<file path="src/pip_pkg.sv">
// Shared types and constants for the point-in-polygon-with-margin block.
// Used by the front queue, the sequencer, the multiplier and the top level.
package pip_pkg;

  localparam int COORD_W      = 32;
  localparam int DIFF_W       = COORD_W + 1;
  localparam int MAX_VERTICES = 64;
  localparam int IDX_W        = $clog2(MAX_VERTICES);
  localparam int CNT_W        = IDX_W + 1;
  localparam int MARGIN_W     = 24;
  localparam int M2_W         = 2 * MARGIN_W;
  localparam int DIG_W        = 24;
  localparam int NDIG         = 3;
  localparam int OPD_W        = DIG_W * NDIG;
  localparam int PROD_W       = 2 * OPD_W;
  localparam int QDEPTH       = 4;
  localparam int QPTR_W       = $clog2(QDEPTH);

  localparam logic [1:0] OP_APPEND = 2'd0;
  localparam logic [1:0] OP_START  = 2'd1;
  localparam logic [1:0] OP_QUERY  = 2'd2;
  localparam logic [1:0] OP_NONE   = 2'd3;

  typedef struct packed {
    logic [1:0]                 op;
    logic signed [COORD_W-1:0]  east;
    logic signed [COORD_W-1:0]  north;
  } item_t;

  typedef struct packed {
    logic inside_res;
    logic by_margin;
    logic degenerate;
    logic overflowed;
  } res_t;

  typedef struct packed {
    logic                      start;
    logic signed [OPD_W-1:0]   a;
    logic signed [OPD_W-1:0]   b;
  } mul_req_t;

  typedef struct packed {
    logic                      done;
    logic signed [PROD_W-1:0]  p;
  } mul_rsp_t;

  typedef enum logic [3:0] {
    ST_IDLE,
    ST_RDJ,
    ST_LDJ,
    ST_RDI,
    ST_LDI,
    ST_MS,
    ST_MW,
    ST_NEXT,
    ST_EMIT
  } state_t;

  typedef enum logic [3:0] {
    MS_RUN0,
    MS_RUN1,
    MS_T0,
    MS_T1,
    MS_DA0,
    MS_DA1,
    MS_END0,
    MS_END1,
    MS_MID0,
    MS_MID1,
    MS_XA,
    MS_XB
  } mstep_t;

endpackage

</file>
<file path="src/pip_mul.sv">
// Iterative signed multiplier: 24-bit digits, one partial product per cycle.
// Depends on pip_pkg for operand widths and the request/response types.
module pip_mul (
  input  logic                clk,
  input  logic                rst_n,
  input  pip_pkg::mul_req_t   req,
  output pip_pkg::mul_rsp_t   rsp
);

  logic [pip_pkg::OPD_W-1:0]   ua_r, ub_r;
  logic                        neg_r;
  logic [1:0]                  ia_r, ib_r;
  logic [pip_pkg::PROD_W-1:0]  acc_r;
  logic                        busy_r, fin_r, done_r;
  logic signed [pip_pkg::PROD_W-1:0] p_r;
  logic [pip_pkg::DIG_W-1:0]   da, db;
  logic [2*pip_pkg::DIG_W-1:0] pp;
  logic [2:0]                  dsum;
  logic [7:0]                  sh;
  logic [pip_pkg::PROD_W-1:0]  pp_sh;

  assign da    = ua_r[ia_r * pip_pkg::DIG_W +: pip_pkg::DIG_W];
  assign db    = ub_r[ib_r * pip_pkg::DIG_W +: pip_pkg::DIG_W];
  assign pp    = da * db;
  assign dsum  = {1'b0, ia_r} + {1'b0, ib_r};
  assign sh    = {1'b0, dsum, 4'b0} + {2'b0, dsum, 3'b0};
  assign pp_sh = {{(pip_pkg::PROD_W - 2*pip_pkg::DIG_W){1'b0}}, pp} << sh;

  assign rsp.done = done_r;
  assign rsp.p    = p_r;

  always_ff @(posedge clk) begin
    if (!rst_n) begin
      busy_r <= 1'b0;
      fin_r  <= 1'b0;
      done_r <= 1'b0;
    end else begin
      done_r <= fin_r;
      fin_r  <= 1'b0;
      if (!busy_r && req.start) begin
        busy_r <= 1'b1;
      end else if (busy_r && ib_r == 2'd2 && ia_r == 2'd2) begin
        busy_r <= 1'b0;
        fin_r  <= 1'b1;
      end
    end
  end

  always_ff @(posedge clk) begin
    if (!busy_r && req.start) begin
      ua_r  <= req.a[pip_pkg::OPD_W-1] ? pip_pkg::OPD_W'(-req.a) : req.a;
      ub_r  <= req.b[pip_pkg::OPD_W-1] ? pip_pkg::OPD_W'(-req.b) : req.b;
      neg_r <= req.a[pip_pkg::OPD_W-1] ^ req.b[pip_pkg::OPD_W-1];
      ia_r  <= '0;
      ib_r  <= '0;
      acc_r <= '0;
    end else if (busy_r) begin
      acc_r <= acc_r + pp_sh;
      if (ib_r == 2'd2) begin
        ib_r <= '0;
        ia_r <= ia_r + 1'b1;
      end else begin
        ib_r <= ib_r + 1'b1;
      end
    end
    if (fin_r) begin
      p_r <= neg_r ? -signed'(acc_r) : signed'(acc_r);
    end
  end

endmodule

</file>
<file path="config.mk">
export PLATFORM = sky130hd
export DESIGN_NAME = pip_mul
export DESIGN_NICKNAME = d
export VERILOG_FILES = /design/src/pip_pkg.sv /design/src/pip_mul.sv
export SDC_FILE = /design/constraint.sdc
export NUM_CORES = 2
export LEC_CHECK = 0
export ABC_CLOCK_PERIOD_IN_PS = 34200
export BUFFER_PORTS_ARGS = -buffer_cell sky130_fd_sc_hd__buf_4
export CAP_MARGIN = 20
export CORE_AREA = 8 8 302 304
export CTS_CLUSTER_SIZE = 8
export DETAILED_ROUTE_END_ITERATION = 7
export DIE_AREA = 0 0 310 312
export PLACE_DENSITY = 0.78
export SETUP_SLACK_MARGIN = 0.4
export SLEW_MARGIN = 20
export SYNTH_ARGS = -nofsm -noshare
export SYNTH_HDL_FRONTEND = slang
export SYNTH_SLANG_ARGS = --single-unit
</file>
<file path="constraint.sdc">
create_clock -name clk -period 34.2 [get_ports clk]
set_input_delay 6.84 -clock clk [delete_from_list [all_inputs] [get_ports clk]]
set_output_delay 6.84 -clock clk [all_outputs]
set_load 0.01 [all_outputs]
</file>
==> results.toml <==
[layout]
final.fill_count = 7233
nNetsFinal = 7185
register_area_um2 = 11700
num_antenna_cells = 0
multi_input_area_um2 = 36400
share_of_post_route_cells_with_drive_strength_above_1_pct = 8.74
layout-area-overhead-vs-synth_pct = 10.2

[global_route]
globalRoute.totalOverflow = 0
grt_max_degree = 99
antenna_found_initial = 2
globalRouteTotalUtil_pct = 39.2
vias_in_the_first_global_route = 47535
grt_first_pass_wirelength_mm = 290

[routing]
remaining_drc_errors = 0
avgViaCountPerCell = 6.40
drt_pass1_iterations = 7
ant_nets = 0
wire_per_inst_um = 26.1
drt-initial-drc-count = 4905
vias = 47569
finalWirelength_mm = 194

[sta]
post-route-period-util_pct = 44.6
fmaxAchievable_mhz = 65.6
fin_worst_skew_ps = 74.3
timing.max_slew.rel_slack_pct = 18.7
fin_crit_ps = 15250
maxSlewViolCount = 0
grt_setup_unrepaired = "no"
finalSetupViolCount = 0
timing.final.hold_violations = 0
accumulated_negative_setup_slack_ps = 0
worst-slew-pin-transition_ps = 1210

[logic_synthesis]
yosys_warnings = 0
synthesis.area_um2 = 51500
ys_ff_latch = 440
yosys.area.top_type_share_pct = 18.9
sequential_share_of_the_synthesized_area_pct = 22.7
synthTopCellsByArea = "fa_1 19%, edfxtp_1 17%, ha_1 7.9%, xnor2_1 5.9%, dfxtp_1 5.9%"
synth.lib_cells_used.distinct = 80
yosys.area.top_type = "fa_1"
syn_inst = 6091
postSynth.asyncResetShare_pct = 0
post_synthesis_net_count = 7048
number_of_synthesized_flops_with_an_enable_pin = 289
synthMostInstantiatedCell = "nand2_1"
synthesis.area_per_instance_um2 = 8.45
yosys_most_used_dff = "edfxtp_1"
ys_top_cells_by_count = "782 x nand2_1, 624 x inv_1, 599 x nor2_1"

[worst_setup_path]
worstPathArrival_ps = 15740
highest_fanout_seen_on_the_critical_path = 44
worstSetupEndpointType = "flop"
nature_of_the_critical_path_startpoint = "flop"
ff2ff_path_depth = 45
standard_cell_with_the_maximum_stage_delay_on_the_critical_path = "nor2b_4"
delay_contributed_by_the_slowest_stage_of_the_critical_path_ps = 1030
critPathRequiredTime_ps = 34690
critical_path_class = "flop to flop"

[floorplanning]
placement_row_count = 108
fp.dieW_um = 310
die-area_um2 = 96700
chipHeight_um = 312
core_area_um2 = 86200
io_pins = 292
initial_util_pct = 59.7

[clock_network]
clkTransAtPathRegs_ps = 60
cts_max_path_buffers = 3
cts-hold-fix-buffers = 0
cts_htree_levels = 3
clockRootBuffer = "clkbuf_16"
clock_insertion_delay_worst_skew_ps = 660
cts_tree = "built"
cts-resized-gates = 0
tritoncts_num_sinks = 440
cts_setup_buffers = 0
numCtsBuffers = 66

[hold_path]
whs_path_depth = 2
holdCritPathClass = "flop to flop"

[run]
cap_viol_max_count = 0

[status]
status = "finished clean"

[placement]
dp_hpwl_mm = 154
globalplace.congestion = 1.05
port_buffers = 291
stage by stage:
stage	std cells	hold slack [ps]	setup slack [ps]	utilization, %	instance area (um^2)
after floorplan	6091	475	20250	-	51500
after global placement	7315	494	19680	63.4	54700
after detailed placement	7315	502	19440	63.4	54700
after CTS	7435	510	19420	65.8	56700
after global routing	7435	531	18460	65.8	56700
final	7435	515	18950	65.8	56700
worst paths after layout:
kind	from	end	slack, ps
max	ib_r[1]	acc_r[135]	18950
min	acc_r[46]	acc_r[46]	520
max reg2reg	ib_r[1]	acc_r[135]	18950
min reg2reg	acc_r[46]	acc_r[46]	520
placed cells by master (no fill, tap or decap), types with 19 or more instances in the layout:
master,n
fa_1,485
nand4_1,97
ha_1,325
a21o_1,157
dfxtp_1,149
o22ai_1,54
nor3_1,75
clkbuf_16,66
xnor2_1,347
nor2_1,597
nor4_1,24
o41ai_1,40
mux2i_1,69
clkbuf_1,43
nand3_1,56
and3_1,21
a211oi_1,23
nand2_1,782
o31ai_1,93
o21a_1,26
a31oi_1,45
inv_1,623
o21bai_1,59
buf_4,376
or4_1,48
edfxtp_1,289
xor2_1,118
a21oi_1,345
nand2b_1,29
or2_2,41
o21ai_0,401
nor2b_1,19
or3_1,83
and2_1,33
a21boi_0,23
critical path: cells and delay by family, from the launching register on:
kind / cells / cell delay (ps)
and+or+nand+nor: 12 / 3370
xor gates and xnor gates: 1 / 140
DFF: 1 / 940
adders and majority gates: 9 / 4530
AOI/OAI and AO/OA: 14 / 4890
muxes: 1 / 370
buffers and inverters: 8 / 750
routing by layer:
metal  part of all wire (%)  vias up  GRT usage [%]  wire length (um)
li1                       -    21126              -                 -
met1                     36    22690           46.3             69500
met2                     46     2974           64.5             89800
met3                    9.8      777           8.09             18900
met4                    8.1        2           25.8             15800
met5                  0.010        -              0                20
cells by family (layout without fill, tap and decap cells):
family	after synthesis	in the layout	share of synthesized area (%)
adders and majority gates	810	810	26.8
DFF	440	440	22.7
buffers and inverters	931	1120	6.79
muxes	83	83	1.73
and+or+nand+nor	1946	1946	16.9
xor gates and xnor gates	467	467	7.94
AOI/OAI and AO/OA	1414	1414	17.1
sequential cells by signal, indices dropped and copies added (netlist names):
name	cells
acc_r	144
p_r	144
ua_r	72
fin_r	1
neg_r	1
ia_r	2
ub_r	72
done_r	1
ib_r	2
busy_r	1
area by class of cell:
type                            count  share of cell area, %
Clock buffer                      110                   3.22
Clock inverter                     10                  0.377
Inverter                          624                   4.13
Multi-Input combinational cell   4720                   64.1
Sequential cell                   440                   20.6
Tap cell                         1155                   2.55
Timing Repair Buffer              376                   4.98
Power is not shown: default switching activity piles up to over one toggle a cycle in this logic, so the estimate is an artifact.
