==> src/pip_pkg.sv <==
// Shared types and constants for the point-in-polygon-with-margin block.
// Used by the front queue, the sequencer, the multiplier and the top level.
package pip_pkg;

  localparam int COORD_W      = 32;
  localparam int DIFF_W       = COORD_W + 1;
  localparam int MAX_VERTICES = 64;
  localparam int IDX_W        = $clog2(MAX_VERTICES);
  localparam int CNT_W        = IDX_W + 1;
  localparam int MARGIN_W     = 24;
  localparam int M2_W         = 2 * MARGIN_W;
  localparam int DIG_W        = 24;
  localparam int NDIG         = 3;
  localparam int OPD_W        = DIG_W * NDIG;
  localparam int PROD_W       = 2 * OPD_W;
  localparam int QDEPTH       = 4;
  localparam int QPTR_W       = $clog2(QDEPTH);

  localparam logic [1:0] OP_APPEND = 2'd0;
  localparam logic [1:0] OP_START  = 2'd1;
  localparam logic [1:0] OP_QUERY  = 2'd2;
  localparam logic [1:0] OP_NONE   = 2'd3;

  typedef struct packed {
    logic [1:0]                 op;
    logic signed [COORD_W-1:0]  east;
    logic signed [COORD_W-1:0]  north;
  } item_t;

  typedef struct packed {
    logic inside_res;
    logic by_margin;
    logic degenerate;
    logic overflowed;
  } res_t;

  typedef struct packed {
    logic                      start;
    logic signed [OPD_W-1:0]   a;
    logic signed [OPD_W-1:0]   b;
  } mul_req_t;

  typedef struct packed {
    logic                      done;
    logic signed [PROD_W-1:0]  p;
  } mul_rsp_t;

  typedef enum logic [3:0] {
    ST_IDLE,
    ST_RDJ,
    ST_LDJ,
    ST_RDI,
    ST_LDI,
    ST_MS,
    ST_MW,
    ST_NEXT,
    ST_EMIT
  } state_t;

  typedef enum logic [3:0] {
    MS_RUN0,
    MS_RUN1,
    MS_T0,
    MS_T1,
    MS_DA0,
    MS_DA1,
    MS_END0,
    MS_END1,
    MS_MID0,
    MS_MID1,
    MS_XA,
    MS_XB
  } mstep_t;

endpackage

==> src/pip_front.sv <==
// Input side: accepts beats, drops unused op codes and queues the rest.
// Depends on pip_pkg for the queued item type.
module pip_front (
  input  logic                 clk,
  input  logic                 rst_n,
  input  logic                 in_tvalid,
  output logic                 in_tready,
  input  logic [63:0]          in_tdata,   // east[31:0], north[63:32]
  input  logic [1:0]           in_tuser,   // op[1:0]
  output logic                 q_valid,
  output pip_pkg::item_t       q_item,
  input  logic                 q_pop
);

  pip_pkg::item_t                q_mem_r [pip_pkg::QDEPTH];
  logic [pip_pkg::QPTR_W-1:0]    wr_ptr_r, wr_ptr_nxt;
  logic [pip_pkg::QPTR_W-1:0]    rd_ptr_r, rd_ptr_nxt;
  logic [pip_pkg::QPTR_W:0]      fill_r, fill_nxt;
  logic                          push;
  logic                          pop;
  pip_pkg::item_t                in_item;

  assign in_item.op    = in_tuser;
  assign in_item.east  = in_tdata[31:0];
  assign in_item.north = in_tdata[63:32];

  assign in_tready = (fill_r != (pip_pkg::QPTR_W+1)'(pip_pkg::QDEPTH));
  assign push      = in_tvalid && in_tready && (in_tuser != pip_pkg::OP_NONE);
  assign q_valid   = (fill_r != '0);
  assign pop       = q_pop && q_valid;
  assign q_item    = q_mem_r[rd_ptr_r];

  always_comb begin
    wr_ptr_nxt = push ? wr_ptr_r + 1'b1 : wr_ptr_r;
    rd_ptr_nxt = pop ? rd_ptr_r + 1'b1 : rd_ptr_r;
    fill_nxt   = fill_r + (pip_pkg::QPTR_W+1)'(push) - (pip_pkg::QPTR_W+1)'(pop);
  end

  always_ff @(posedge clk) begin
    if (!rst_n) begin
      wr_ptr_r <= '0;
      rd_ptr_r <= '0;
      fill_r   <= '0;
    end else begin
      wr_ptr_r <= wr_ptr_nxt;
      rd_ptr_r <= rd_ptr_nxt;
      fill_r   <= fill_nxt;
    end
  end

  always_ff @(posedge clk) begin
    if (push) begin
      q_mem_r[wr_ptr_r] <= in_item;
    end
  end

endmodule

==> config.mk <==
export PLATFORM = sky130hd
export DESIGN_NAME = pip_front
export DESIGN_NICKNAME = d
export VERILOG_FILES = /design/src/pip_pkg.sv /design/src/pip_front.sv
export SDC_FILE = /design/constraint.sdc
export NUM_CORES = 1
export LEC_CHECK = 0
export ABC_AREA = 1
export BUFFER_PORTS_ARGS = -buffer_cell sky130_fd_sc_hd__buf_2
export CAP_MARGIN = 15
export CORE_MARGIN = 8
export CORE_UTILIZATION = 44
export CTS_CLUSTER_SIZE = 24
export DETAILED_ROUTE_END_ITERATION = 16
export HOLD_SLACK_MARGIN = 0.05
export PLACE_DENSITY = 0.62
export SYNTH_ARGS = -nofsm -noshare
export SYNTH_HDL_FRONTEND = slang
export SYNTH_SLANG_ARGS = --single-unit
==> constraint.sdc <==
create_clock -name clk -period 4.1 [get_ports clk]
set_clock_uncertainty 0.2 [all_clocks]
set_input_delay 0.615 -clock clk [delete_from_list [all_inputs] [get_ports clk]]
set_output_delay 0.615 -clock clk [all_outputs]
set_load 0.005 [all_outputs]
==> flow_metrics.py <==
metrics = {
    "placed_design": {
        "portBuffers": 137,
        "dp_cells": 1139,
        "place_congestion": 0.698,
        "hpwl_um": 12900,
        "placed_area_um2": 11900,
        "pre_cts_ws_ps": 1310,
    },
    "layout": {
        "n_fill_cell": 2013,
        "layout.nets": 922,
        "drive_gt1_share_pct": 32.9,
        "final_cells": 1191,
        "syn2layout_area_growth_pct": 17.7,
        "stdcell_area_um2": 12800,
        "final_core_util_pct": 52.7,
    },
    "clock_network": {
        "path_clk_slew_ps": 60,
        "root_buffer": "clkbuf_16",
        "worstSkewPairLatency_ps": 520,
        "h-tree-depth": 1,
        "cts_buffers": 28,
        "clk_path_buf_depth": 3,
        "cts.repair.resized": 0,
        "post_cts_buffers": 0,
        "cts_tree": "yes",
        "ctsHoldBuffers": 0,
        "clkSinkCount": 273,
    },
    "routing": {
        "route.detailed.drc": 0,
        "dr.pass1.iters": 4,
        "post_drt_wl_per_cell_um": 18.7,
        "routed_wl_um": 22200,
        "drt-initial-drc-count": 398,
        "ant_nets": 0,
        "vias": 6099,
        "vias_per_cell": 5.12,
    },
    "synthesis": {
        "ys_types": 23,
        "synthCells": 708,
        "synth.most_common_cell": "edfxtp_1",
        "yosysTopAreaCell": "edfxtp_1",
        "muxShareOfSynthArea_pct": 0,
        "syn_area_per_cell_um2": 15.3,
        "ys_top_cells_by_area": "edfxtp_1, o21ai_0, o22ai_2",
        "yosysWarningCount": 0,
        "synth_compound_area_share_pct": 12.4,
        "syn_nets": 785,
        "synth_common_cells": "edfxtp_1, o21ai_0, nor2_1, nor2_4, o22ai_2",
        "synth_top_family_by_area": "compound AO/OA/AOI/OAI gates",
        "synth-edff-count": 264,
        "syn_area_um2": 10900,
        "synth_xor_area_share_pct": 0,
        "ys_seq_area_share_pct": 74.6,
        "synthSimpleGateAreaFrac_pct": 8.73,
        "yosys.area_share.adder_pct": 0.875,
        "postSynth.asyncResetShare_pct": 0,
        "synth_top_area_share_pct": 73.0,
        "synthFlopType": "edfxtp_1",
        "ys_ff_latch": 273,
    },
    "floorplan": {
        "fp.dieH_um": 173,
        "fp.dieW_um": 173,
        "dieArea_um2": 30000,
        "num_io_pins": 138,
        "initial_core_util_pct": 44.8,
        "core_area_um2": 24200,
        "rows": 57,
    },
    "sta": {
        "max_freq_ghz": 0.309,
        "setup_ws_ps": 859,
        "final.setup.tns_ps": 0,
        "setup_violations": 0,
        "hold_violations": 0,
        "slew_viol_final": 0,
        "rsz0062_at_grt": "no",
        "period_needed_ps": 3240,
        "slew_headroom_pct": 52.8,
        "finalCritPeriodShare_pct": 79.0,
        "tightest_slew_ps": 708,
    },
    "pwr": {
        "power_frac_comb_pct": 21.8,
        "leakage_nw": 4.38,
        "pwr-share-clk_pct": 33.3,
        "switchingPower_mw": 2.13,
        "cell_internal_pwr_mw": 5.47,
        "seqPwrFrac_pct": 45.0,
        "p_per_area_nw_per_um2": 594,
        "peakVddDrop_v": 0.000331,
        "p_sw_share_pct": 28.1,
    },
    "flow_run": {
        "max_cap_violations": 0,
    },
    "grt": {
        "overflow": 0,
        "grt_pass1_vias": 6311,
        "grt_pass1_wl_um": 35200,
        "busiest_layer": "met2",
        "gr-usage-met3_pct": 3.09,
        "grt.met2_usage_pct": 25.5,
        "grt_max_degree": 67,
        "grt.total_usage_pct": 14.5,
        "antenna_found_initial": 2,
        "grtUsageMet1_pct": 17.9,
    },
    "critical_path": {
        "cp_top_family": "buffers and inverters",
        "cp_slowest_stage_delay_ps": 540,
        "cp.arrival_ps": 2430,
        "end_kind": "primary output",
        "cp-start-kind": "flip-flop",
        "cp_max_fo": 66,
        "crit_slowest_cell": "inv_6",
        "critPathBufInv": 3,
        "crit_type": "flip-flop to primary output",
        "required_ps": 3280,
        "crit_path_cell_trace": "inv_6 -> buf_4 -> o21ai_0 -> o22ai_1 -> buf_2",
    },
    "worst_hold_path": {
        "worstHoldPathType": "primary input to flip-flop",
    },
    "outcome": {
        "status": "finished clean",
    },
}
path summary, 6_finish.rpt:
path	start	slack, ps	end	depth (start not counted)
worst min-delay path	in_tdata[16]	100	q_mem_r[3][48]$_DFFE_PP_	1
worst max register to register	fill_r[1]$_SDFF_PN0_	1700	q_mem_r[0][27]$_DFFE_PP_	5
worst max-delay path	flip-flop	860	q_item[64]	5
worst min register to register	rd_ptr_r[1]$_SDFFE_PN0P_	320	flip-flop	2
layout make-up:
class | instances | area (um^2) | area share, %
sequential | 273 | 8110 | 63.4
clock inverter | 15 | 170 | 1.33
clock buffer | 36 | 752 | 5.88
multi-input combinational | 375 | 2420 | 18.9
inverter | 18 | 72.6 | 0.567
tap | 324 | 405 | 3.17
antenna | 1 | 2.50 | 0.0196
timing repair buffer | 149 | 851 | 6.65
registers in the layout (all words and copies together) (netlist names), named ones only:
signal    count
q_mem_r     264
fill_r        3
rd_ptr_r      2
wr_ptr_r      2
layer usage:
layer	wire length, um	share of wire, %
met4	406	1.8
met3	1090	4.9
met1	9520	43
met2	11200	50
met5	18	0.081
cells by family (layout without fill, tap and decap cells):
| kind of cell | Yosys count | after routing |
|---|---|---|
| adder cells (fa/ha/maj) | 7 | 7 |
| other | 0 | 1 |
| AO/OA/AOI/OAI | 200 | 200 |
| flip-flops | 273 | 273 |
| AND/OR/NAND/NOR | 168 | 168 |
| buffers and inverters | 60 | 218 |
through the flow:
stage                     power (mW)  hold WS [ps]
after global routing            7.99          80.4
final                           7.60           103
after detailed placement        5.18           311
after global placement          5.16           293
after floorplan                 4.56           260
after CTS                       7.71          72.4
power by group through the flow:
stage | clock network, mW | logic (mW) | registers, mW
floorplan | 0 | 1.12 | 3.44
global placement | 0 | 1.69 | 3.47
detailed placement | 0 | 1.70 | 3.48
CTS | 2.58 | 1.71 | 3.42
global route | 2.69 | 1.85 | 3.44
finish | 2.53 | 1.65 | 3.42
placed cells by master (no fill, tap or decap), types with 6 or more instances in the layout:
cell,count
buf_12,6
buf_2,137
buf_4,6
clkbuf_1,7
clkbuf_16,29
clkinv_1,6
dfxtp_1,7
edfxtp_1,264
ha_1,6
inv_1,16
nand2_1,19
nor2_1,97
nor2_2,6
nor2_4,44
o21ai_0,118
o21ai_1,10
o22ai_1,26
o22ai_2,40
Note: power is estimated with default switching activity, not from simulation.
